$ cat src/rtl/ssm_pkg.sv
// Package for the sorted set membership merge block.
// Holds the set depth, derived widths, action and state codes, and the
// command and status structs between controller and datapath. No dependencies.
`timescale 1ns / 1ps

package ssm_pkg;

  localparam int SET_DEPTH = 4096;
  localparam int ADDR_W    = $clog2(SET_DEPTH);
  localparam int CNT_W     = $clog2(SET_DEPTH + 1);
  localparam int VAL_W     = 32;

  typedef enum logic [1:0] {
    ACT_CLEAR  = 2'd0,
    ACT_APPEND = 2'd1,
    ACT_PROBE  = 2'd2
  } action_e;

  typedef enum logic {
    ST_IDLE = 1'b0,
    ST_CMP  = 1'b1
  } state_e;

  // Controller to datapath.
  typedef struct packed {
    logic clear;
    logic append;
    logic probe_start;
    logic skip;
    logic emit;
  } ssm_cmd_t;

  // Datapath to controller.
  typedef struct packed {
    logic present;
    logic in_range;
    logic less;
    logic out_free;
  } ssm_sts_t;

endpackage

$ cat src/rtl/ssm_ctrl.sv
// Controller state machine: takes items, steps the cursor over smaller set
// values and loads the result. Depends on ssm_pkg.
`timescale 1ns / 1ps

module ssm_ctrl (
  input  logic              clk_i,
  input  logic              rst_ni,
  input  logic              in_valid_i,
  input  logic [1:0]        action_i,
  output logic              in_ready_o,
  input  ssm_pkg::ssm_sts_t sts_i,
  output ssm_pkg::ssm_cmd_t cmd_o
);
  import ssm_pkg::*;

  state_e state_q, state_d;
  logic   accept;

  always_ff @(posedge clk_i or negedge rst_ni) begin
    if (!rst_ni) begin
      state_q <= ST_IDLE;
    end else begin
      state_q <= state_d;
    end
  end

  assign in_ready_o = (state_q == ST_IDLE);
  assign accept     = in_valid_i && in_ready_o;

  always_comb begin
    state_d = state_q;
    cmd_o   = '0;
    case (state_q)
      ST_IDLE: begin
        if (accept) begin
          case (action_i)
            ACT_CLEAR:  cmd_o.clear  = 1'b1;
            ACT_APPEND: cmd_o.append = 1'b1;
            ACT_PROBE: begin
              cmd_o.probe_start = 1'b1;
              state_d           = ST_CMP;
            end
            default: ;
          endcase
        end
      end
      ST_CMP: begin
        // Read data holds the value under the cursor.
        if (sts_i.present && sts_i.in_range && sts_i.less) begin
          cmd_o.skip = 1'b1;
        end else if (sts_i.out_free) begin
          cmd_o.emit = 1'b1;
          state_d    = ST_IDLE;
        end
      end
      default: state_d = ST_IDLE;
    endcase
  end

endmodule

$ cat config.mk
export PLATFORM = sky130hd
export DESIGN_NAME = ssm_ctrl
export DESIGN_NICKNAME = d
export VERILOG_FILES = /design/src/rtl/ssm_pkg.sv /design/src/rtl/ssm_ctrl.sv
export SDC_FILE = /design/constraint.sdc
export NUM_CORES = 1
export LEC_CHECK = 0
export BUFFER_PORTS_ARGS = -buffer_cell sky130_fd_sc_hd__buf_2
export CORE_AREA = 2 2 39 41
export DETAILED_ROUTE_END_ITERATION = 6
export DIE_AREA = 0 0 41 43
export PLACE_DENSITY = 0.37
export SYNTH_ARGS = -nofsm -noshare
export SYNTH_HDL_FRONTEND = slang
export SYNTH_SLANG_ARGS = --single-unit
$ cat constraint.sdc
create_clock -name clk_i -period 2.9 [get_ports clk_i]
set_clock_uncertainty 0.2 [all_clocks]
set_input_delay 0.29 -clock clk_i [delete_from_list [all_inputs] [get_ports clk_i]]
set_output_delay 0.29 -clock clk_i [all_outputs]
set_load 0.1 [all_outputs]
==> results of run 1 <==
## how the worst min path moves through the flow
stage                     slack [ns]  startpoint  cells past startpoint      end
final                           0.39     state_q                      1  state_q
after global routing            0.42      rst_ni                      2  state_q
after global placement         -0.13      rst_ni                      1  state_q
after detailed placement       -0.13      rst_ni                      1  state_q
after floorplan                -0.21      rst_ni                      0  state_q
after CTS                       0.39     state_q                      1  state_q
## metrics by stage
step            util  cell area, sq um  hold slack (ns)  setup WS, ns  power, mW
2_1_floorplan      -               110           -0.206        0.0948     0.0620
3_3_place_gp   0.145               200           -0.127          1.23     0.0756
3_5_place_dp   0.145               200           -0.132          1.24     0.0752
4_1_cts        0.152               210            0.389          1.24     0.0763
5_1_grt        0.152               210            0.418          1.15     0.0789
6_report       0.152               210            0.388          1.23     0.0762
## repair_timing
action,4_1_cts,5_1_grt
setup endpoints to repair,0,0
endpoints found under the hold margin,1,0
hold buffers,1,0
## kinds of logic after synthesis
logic type             Yosys count  share of synthesized area
flip-flops                       1                      0.256
buffers and inverters            2                     0.0770
AND/OR/NAND/NOR                  4                      0.487
AO/OA/AOI/OAI                    2                      0.180
## routing by layer
| layer | wire length [um] | share of wire |
|---|---|---|
| met3 | 80 | 0.20 |
| met4 | 0 | 0 |
| met2 | 78 | 0.20 |
| met1 | 239 | 0.60 |
| met5 | 0 | 0 |
## cell type report
type	instances	area (sq um)	area share
multi-input combinational	6	77.6	0.369
sequential	1	25.0	0.119
timing repair buffer	15	80.1	0.381
inverter	2	7.51	0.0357
tap	16	20.0	0.0952
## power by group through the flow
stage                     sequential [mW]  combinational [mW]  clock, mW
after floorplan                    0.0177              0.0443          0
after global placement             0.0183              0.0573          0
after detailed placement           0.0183              0.0569          0
after CTS                          0.0183              0.0580          0
after global routing               0.0190              0.0600          0
final                              0.0183              0.0578          0
## layout by cell type, fill, tap and decap left out
cell type / netlist / routed
and4bb_4: 1 / 1
buf_2: 0 / 14
a211o_1: 1 / 1
nor4b_2: 0 / 1
and4_2: 1 / 1
inv_1: 2 / 2
and4bb_2: 1 / 1
dlygate4sd3_1: 0 / 1
dfrtp_1: 1 / 1
a311oi_2: 0 / 1
## worst max-delay path: cells and delay by family, from the launching register on
family	cells	cell delay, ns
AO/OA/AOI/OAI	1	0.22
buffers and inverters	2	0.54
flip-flops	1	0.41
==> results.txt, run 1 <==
The run finished with clean final reports. The number of inserted filler cells in the final layout was 161. Entering global routing, the biggest net connects 7 pins.

In this run the count of I/O pins placed on the die edge is 15. The tools report the total track usage as 0.0390. Once layout is complete, the cells apart from fillers number 40.

In the final layout, the registers with the most flip-flops are state_q: 1 flops. The sequential area share after synthesis is 0.256. The area growth from synthesis to layout came out at 115%. STA classifies the critical path startpoint as a flop.

The run gives 0 as the count of endpoints failing hold in the final timing report. The leading register cell type out of synthesis was dfrtp_1. After clock tree synthesis, the repair step resized 0 gates. Number of endpoints failing setup at the final stage: 0. More flip-flops sit in one register than any other, and that register is state_q.

For the routability-driven placement congestion ratio, the log shows 0.573. The per-cell via count in the routed design is 3.30. The met1 track demand over resource was 0.0860; the detail-routed net length per standard cell was 9.98 um. The number of cells on the worst reg-to-reg path is 2. After synthesis the cells add up to 97.6 sq um.

The number of antenna violations at the first check in global routing is 0, and the flip-flop count of the largest register, all copies and words added is 1. The synthesized flop and latch total works out to 1. In the final timing run, aggregate negative setup slack is 0 ns. The category of the critical setup timing path was reg -> out. The power share of the clock group was 0. Global routing finished with a remaining overflow of 0. The tools report the worst reg2reg path endpoint as state_q.

Synthesis produced a netlist with a net count of 18. The run gives 0.759 as the share of total power in combinational logic. By instance count, the leading cell after synthesis is inv_1. Yosys mapped a number of flops with a built-in enable equal to 0.

The via count of the first global-routing pass came out at 99. In this run the critical register-to-register path is launched from state_q. The share of post-route cells with drive strength above 1 came out at 0.792.

In this run the horizontal extent of the chip is 41 um. Data on the critical path is required at its endpoint by 2.41 ns. The cell with the largest stage delay on the worst path was buf_2. The number of antenna diodes in the final layout is 0. Worst relative slew slack: 0.674. The run gives 0.0209 as the global-route track usage on met3. The worst setup path is captured at an output port. The y dimension of the die works out to 43 um. The switching power summed over all nets was 0.0466 mW.

Setup repair after global routing left no endpoint under its margin. After floorplanning, the core was sized to cover 0.00138 sq mm. The critical path goes through inv_1, a311oi_2, buf_2. The later pin in the worst-skew pair is clocked with a latency of 0 ns. The routed layout has 132 vias. The total of buffers placed on input and output ports came out at 14. The switching fraction of total power was 0.613. The logs give 0 for the post-route antenna net violation count and 0 for the number of warning messages in the yosys log. The slew at the pin closest to its max-slew limit works out to 0.493 ns. For this block, the routed nets add up to 399 um of wire.

The tools report the number of detailed-route iterations in the first pass as 2. The register-to-register setup slack came out at 1.69 ns. In this run the worst setup path terminates at cmd_o[0]. The tool flagged a number of max-cap violations equal to 0. Post-route minimum period: 1.67 ns.

After detailed routing, the number of remaining DRC violations is 0. Post-CTS timing repair inserted 0 buffers for setup. In this run, distinct cell masters in the synthesized netlist total 8.

In the post-synthesis netlist, the biggest area contributors are dfrtp_1, and4bb_4, and4bb_2, and4_2, a211o_1. Effective utilization at floorplan: 0.0705. Of all nets on the critical path, the largest fanout is 6.

The analysis attributes to cell leakage a power of 0.111 nW. IR analysis of the VDD net gives a maximum drop of 85.1 uV. The share of flip-flops with an asynchronous set or reset works out to 1.00. Power spread over the standard cell area amounts to 362 mW/mm^2. After technology mapping, the gate count stands at 9. The logs give 0 for the number of pins exceeding their max-slew limit in the final report and 483 um for the global-route wire length before repair.

For the number of DRC markers after the initial detailed-route iteration, the log shows 1. The largest total area in the synthesized netlist belongs to dfrtp_1. Worst hold path class: reg -> reg. In this run the core area contains 14 standard-cell rows. Data on the critical path arrives at its endpoint at 1.18 ns.

The final-stage net count was 35. The relative contribution of sequential cells to total power is 0.241. met1 is the most crowded layer.

The average size of a mapped cell was 10.8 sq um. First element of the critical path: state_q. After clock tree synthesis, the clock-pin slew on the worst setup and hold paths is 0 ns.

The cell-internal power came out at 0.0295 mW. The area share of the largest cell type after synthesis was 0.256; the fraction of the cycle the final worst path needs was 0.574. The number of cells after detailed placement was 39. For the total die area, the log shows 0.00176 sq mm. Timing would allow up to 601 MHz. The worst stage delay on the critical path came out at 0.46 ns.

The met2 capacity usage during global routing was 0.0250.
Note: power is estimated with default switching activity, not from simulation.
==> inputs of run 2 (changes only) <==
==> constraint.sdc (replaced) <==
create_clock -name clk_i -period 1.7 [get_ports clk_i]
set_clock_uncertainty 0.2 [all_clocks]
set_input_delay 0.17 -clock clk_i [delete_from_list [all_inputs] [get_ports clk_i]]
set_output_delay 0.17 -clock clk_i [all_outputs]
set_load 0.1 [all_outputs]
==> results.txt, run 2 (synthesis gave the netlist of run 1 again) <==
The peak fanout along the critical path was 6 (unchanged); the count of hold buffers inserted by post-cts repair was 1 (unchanged). The per-cell via count in the routed design was 3.60 (was 3.30); the via total after detailed routing was 144 (was 132). The routability-driven placement congestion ratio is 0.586 (was 0.573), and the post-CTS setup repair buffer count is 0 (unchanged). The register-to-register setup slack is 0.42 ns (was 1.69 ns), and the core area is 0.00138 sq mm (unchanged). The effective utilization at floorplan is 0.0705 (unchanged), and the fraction of the cycle the final worst path needs is 0.854. The area growth from synthesis to layout is 228% (was 115%). Gate family responsible for the most delay along the worst path: flip-flops (was buffers and inverters). The tools report the sort of element at the start of the critical path as a flop (unchanged). The tools report the worst-case hold slack as 0.310 ns (was 0.388 ns). Most frequent cells in the layout: buf_2, buf_12, inv_1 (was buf_2, inv_1). The worst reg2reg path endpoint is state_q (unchanged).

The run gives 1.33 ns (was 2.41 ns) as the required time reported for the critical path endpoint. The flow ran to the end, and the final reports show no timing, DRC or antenna violations. The tools report the number of DRC markers after the initial detailed-route iteration as 0 (was 1). Cell with the largest stage delay on the worst path: dfrtp_1 (was buf_2).

The die span in x came out at 41 um (unchanged). For the number of pins exceeding their max-slew limit in the final report, the log shows 0 (unchanged). The worst relative slew slack was 0.828 (was 0.674); the remaining global-route overflow was 0 (unchanged).

The run gives 15 (unchanged) as the count of pins on the block boundary. Worst hold path class: in -> async (was reg -> reg). The tools report the critical path endpoint category as an output port (unchanged). The detail-routed net length per standard cell was 10.3 um (was 9.98 um).

For the leakage power total, the log shows 0.140 nW (was 0.111 nW). The total track usage was 0.0511 (was 0.0390); the total of max-cap violations was 0 (unchanged). Number of detailed-route iterations in the first pass: 1 (was 2).

The sum of buffers and inverters on the critical path is 2 (unchanged). First element of the critical path: state_q (unchanged). The worst path in the final design needs a cycle of 1.45 ns, including I/O delays and setup. The worst stage delay on the critical path was 0.44 ns (was 0.46 ns); the areal power density over the cells was 521 mW/mm^2 (was 362 mW/mm^2). The total length of routed wires was 410 um (was 399 um); the total chip power was 0.167 mW (was 0.0762 mW). The most frequent standard cell in the layout excluding fill and tap cells was buf_2 (unchanged). Clock network latency to the later pin of the worst-skew pair: 0 ns (about the same). The worst-case setup margin in the final layout was 0.248 ns (was 1.23 ns).

For the final setup TNS, the log shows 0 ns (unchanged). The number of antenna violations at the first check in global routing was 0 (unchanged); the DRC violation count after routing was 0 (unchanged). The y dimension of the die is 43 um (unchanged). Critical path, cell by cell: inv_1, a311oi_4, buf_12 (was inv_1, a311oi_2, buf_2).

The flip-flop count of the largest register, all copies and words added is 1 (unchanged). Category of the critical setup timing path: reg -> out (unchanged). The total number of cells along the worst setup path works out to 3 (unchanged). The logs give 0.244 ns (was 1.24 ns) for the placement-stage worst setup slack and 0 (unchanged) for the number of cells upsized or downsized after cts. Largest registers: state_q: 1 flops (unchanged). The clock-pin slew on the worst setup and hold paths is 0 ns (about the same), and the arrival time at the worst endpoint is 1.08 ns (was 1.18 ns).

The share of post-route cells with drive strength above 1 is 0.792 (unchanged), and the worst-case vdd ir drop is 231 uV (was 85.1 uV). The number of inserted diodes was 0 (unchanged). Post-route antenna net violation count: 0 (unchanged). The largest net degree at the start of global routing was 7 (unchanged); the length in cells of the worst reg-to-reg path was 2 (unchanged). For the number of endpoints failing setup at the final stage, the log shows 0 (unchanged). The slew at the pin closest to its max-slew limit was 0.257 ns (was 0.493 ns); the via count of the first global-routing pass was 142 (was 99). Global-route wire length before repair: 662 um (was 483 um). Timing would allow up to 689 MHz. The largest register by flop count is state_q (unchanged).

Count of endpoints failing hold in the final timing report: 0 (unchanged). The final-stage net count is 35 (unchanged), and the total of buffers placed on input and output ports is 14 (unchanged). The total die area came out at 0.00176 sq mm (unchanged).

Setup repair after global routing left no endpoint under its margin. The start of the worst register-to-register path was state_q (unchanged). The end point of the critical path was cmd_o[0] (unchanged). The run gives 14 (unchanged) as the cell row count.
run 2: cell counts in the layout (fill, tap and decap cells not counted):
Identical to the previous run, type by type.
run 2: where the power goes:
group | leakage [nW] | switching, mW | internal [mW] | total [mW]
registers | 0.0130 | 0.00552 | 0.0270 | 0.0325
logic | 0.127 | 0.0835 | 0.0509 | 0.134
clock network | 0 | 0 | 0 | 0
run 2: layer usage:
| metal | vias up | part of all wire | track usage |
|---|---|---|---|
| met5 | - | 0 | 0 |
| met4 | 0 | 0 | 0 |
| met3 | 0 | 0.30 | 0.0419 |
| met2 | 15 | 0.32 | 0.0625 |
| met1 | 61 | 0.38 | 0.0732 |
| li1 | 68 | - | - |
run 2: metrics by stage:
step / instance area (sq um) / cells / util
2_1_floorplan: 130 / 9 / -
3_3_place_gp: 310 / 39 / 0.224
3_5_place_dp: 310 / 39 / 0.224
4_1_cts: 320 / 40 / 0.231
5_1_grt: 320 / 40 / 0.231
6_report: 320 / 40 / 0.231
run 2: area by class of cell:
cell class | count | area, sq um
multi-input combinational | 6 | 97.6
fill | 141 | 1060
inverter | 2 | 7.51
sequential | 1 | 25.0
timing repair buffer | 15 | 170
tap | 16 | 20.0
run 2: worst min-delay path by stage:
stage / from / cells past startpoint / slack [ns] / endpoint
final: rst_ni / 2 / 0.31 / state_q
after global routing: rst_ni / 2 / 0.32 / state_q
after CTS: rst_ni / 2 / 0.31 / state_q
after detailed placement: rst_ni / 1 / -0.25 / state_q
after global placement: rst_ni / 1 / -0.25 / state_q
after floorplan: rst_ni / 0 / -0.33 / state_q
run 2: worst reg2reg max path: stages, from the launching register on:
cell and delay [ns]:
dfrtp_1 0.44, and4bb_4 0.25, a211o_1 0.26
==> inputs of run 3 (changes only) <==
==> constraint.sdc (replaced) <==
create_clock -name clk_i -period 1.7 [get_ports clk_i]
set_clock_uncertainty 0.2 [all_clocks]
set_input_delay 0.17 -clock clk_i [delete_from_list [all_inputs] [get_ports clk_i]]
set_output_delay 0.17 -clock clk_i [all_outputs]
set_load 0.05 [all_outputs]
==> results.txt, run 3 (synthesis gave the netlist of run 1 again) <==
The run gives 39 (unchanged) as the number of cells after detailed placement. Critical path, cell by cell: inv_1, a311oi_4, buf_2 (was inv_1, a311oi_4, buf_12). The run gives 0 (unchanged) as the count of endpoints failing hold in the final timing report. For the core area, the log shows 0.00138 sq mm (unchanged). Worst stage delay on the critical path: 0.40 ns (was 0.44 ns).

The post-route minimum period came out at 1.44 ns (was 1.45 ns). The tools report the number of endpoints failing setup at the final stage as 0 (unchanged). The power share of the clock group is 0 (about the same), and the total of buffers placed on input and output ports is 14 (unchanged).

Most frequent standard cell in the layout excluding fill and tap cells: buf_2 (unchanged). The register-to-register setup slack is 0.49 ns (was 0.42 ns), and the DRC violation count after routing is 0 (unchanged). The relative contribution of sequential cells to total power is 0.303 (was 0.195). Total of max-cap violations: 0 (unchanged).

The gate family responsible for the most delay along the worst path is buffers and inverters (was flip-flops). The largest register by flop count is state_q (unchanged). Largest registers: state_q: 1 flops (unchanged).

The tools report the switching power summed over all nets as 0.0510 mW (was 0.0890 mW). The post-detailed-placement cell area was 211 sq um (was 310 sq um). Worst reg2reg path endpoint: state_q (unchanged). Most frequent cells in the layout: buf_2, inv_1 (was buf_2, buf_12, inv_1).

Setup repair after global routing left no endpoint under its margin. The worst-case setup margin in the final layout is 0.265 ns (was 0.248 ns). The critical path endpoint category is an output port (unchanged).

Largest net degree at the start of global routing: 7 (unchanged). The flip-flop count of the largest register, all copies and words added works out to 1 (unchanged). The number of pins exceeding their max-slew limit in the final report is 0 (unchanged), and the worst-case vdd ir drop is 186 uV (was 231 uV).

Cell with the largest stage delay on the worst path: dfrtp_1 (unchanged). The tools report the post-route non-filler standard cell count as 40 (unchanged). The run gives 154 (was 141) as the number of inserted filler cells in the final layout. The share of total power in combinational logic is 0.697 (was 0.805). The cell-internal power was 0.0519 mW (was 0.0779 mW).

The total chip power is 0.103 mW (was 0.167 mW). The run finished with clean final reports. The sum of buffers and inverters on the critical path is 2 (unchanged), and the total track usage is 0.0450 (was 0.0511).

The via count of the first global-routing pass was 139 (was 142); the area occupied by multi-input gates was 88.8 sq um (was 97.6 sq um). The cell row count came out at 14 (unchanged). The count of pins on the block boundary was 15 (unchanged).

The sort of element at the start of the critical path is a flop (unchanged). The detail-routed net length per standard cell works out to 10.0 um (was 10.3 um). The start of the worst register-to-register path was state_q (unchanged). The fraction of the cycle the final worst path needs is 0.844 (was 0.854), and the arrival time at the worst endpoint is 1.07 ns (was 1.08 ns). The tools report the number of detailed-route iterations in the first pass as 4 (was 1). The category of the critical setup timing path is reg -> out (unchanged). The leakage power total is 0.112 nW (was 0.140 nW), and the areal power density over the cells is 465 mW/mm^2 (was 521 mW/mm^2). The run gives 0.160 (was 0.231) as the core occupancy in the finished layout. The tools report the worst-case hold slack as 0.292 ns (was 0.310 ns). The run gives 221 sq um (was 320 sq um) as the final design instance area without fill. The length in cells of the worst reg-to-reg path was 2 (unchanged); the final setup TNS was 0 ns (unchanged).

The global-route wire length before repair came out at 586 um (was 662 um). The peak fanout along the critical path was 6 (unchanged); the die span in x was 41 um (unchanged). The run gives 0.281 ns (was 0.244 ns) as the placement-stage worst setup slack. The area growth from synthesis to layout works out to 127% (was 228%). The post-route antenna net violation count came out at 0 (unchanged). The logs give 25.0 sq um (unchanged) for the sequential cell area in the final layout and 6 (was 0) for the number of DRC markers after the initial detailed-route iteration. The share of post-route cells with drive strength above 1 was 0.792 (unchanged); the post-CTS setup repair buffer count was 0 (unchanged). The logs give 0.601 (was 0.586) for the routability-driven placement congestion ratio and 0 (unchanged) for the number of inserted diodes. The logs give 0 (unchanged) for the number of antenna violations at the first check in global routing and 0.00176 sq mm (unchanged) for the total die area. The run gives 0 (unchanged) as the remaining global-route overflow. The effective utilization at floorplan was 0.0705 (unchanged); the required time reported for the critical path endpoint was 1.33 ns (about the same).

The worst relative slew slack came out at 0.831 (was 0.828). The worst hold path class was in -> async (unchanged). The run gives 400 um (was 410 um) as the total length of routed wires. The clock-pin slew on the worst setup and hold paths was 0 ns (about the same). The clock network latency to the later pin of the worst-skew pair was 0 ns (about the same). The per-cell via count in the routed design was 3.70 (was 3.60).

The switching fraction of total power is 0.496 (was 0.533), and the via total after detailed routing is 148 (was 144). The tools report the final-stage net count as 35 (unchanged). The slew at the pin closest to its max-slew limit works out to 0.255 ns (was 0.257 ns). The maximum achievable frequency came out at 697 MHz (was 689 MHz). The y dimension of the die works out to 43 um (unchanged).
## run 3: changes by cell type in the layout (fill, tap and decap cells not counted)
cell,change
buf_12,-6
buf_2,+6
nor4b_4,-1
nor4b_2,+1
## run 3: timing repair
item | 4_1_cts | 5_1_grt
hold buffers | 1 | 0
endpoints found under the hold margin | 1 | 0
resized for setup | 0 | 0
endpoints found under the setup margin | 0 | 0
## run 3: worst max path at each step
| stage | from | end | cells past startpoint |
|---|---|---|---|
| after floorplan | state_q | cmd_o[4] | 1 |
| after global placement | state_q | cmd_o[0] | 3 |
| after detailed placement | state_q | cmd_o[0] | 3 |
| after CTS | state_q | cmd_o[0] | 3 |
| after global routing | state_q | cmd_o[0] | 3 |
| final | state_q | cmd_o[0] | 3 |
## run 3: area by class of cell
cell class              count  area share
multi-input cells           6       0.401
inverters                   2      0.0339
flip-flops and latches      1       0.113
repair buffers             15       0.362
well taps                  16      0.0904
## run 3: metal layers
layer  up-vias  part of all wire  GRT usage
li1         70                 -          -
met4         0                 0          0
met1        63              0.59     0.0924
met2        15              0.25     0.0469
met5         -                 0          0
met3         0              0.16    0.00524
## run 3: worst reg2reg max path, delay by kind of cell, from the launching register on
family	cells	cell delay (ns)
AND/OR/NAND/NOR	1	0.22
AO/OA/AOI/OAI	1	0.26
flip-flops	1	0.40
## run 3: power groups by stage
stage	logic, mW	clock network, mW	registers [mW]
after floorplan	0.0471	0	0.0301
after global placement	0.0694	0	0.0306
after detailed placement	0.0702	0	0.0307
after CTS	0.0720	0	0.0309
after global routing	0.0759	0	0.0319
final	0.0717	0	0.0312
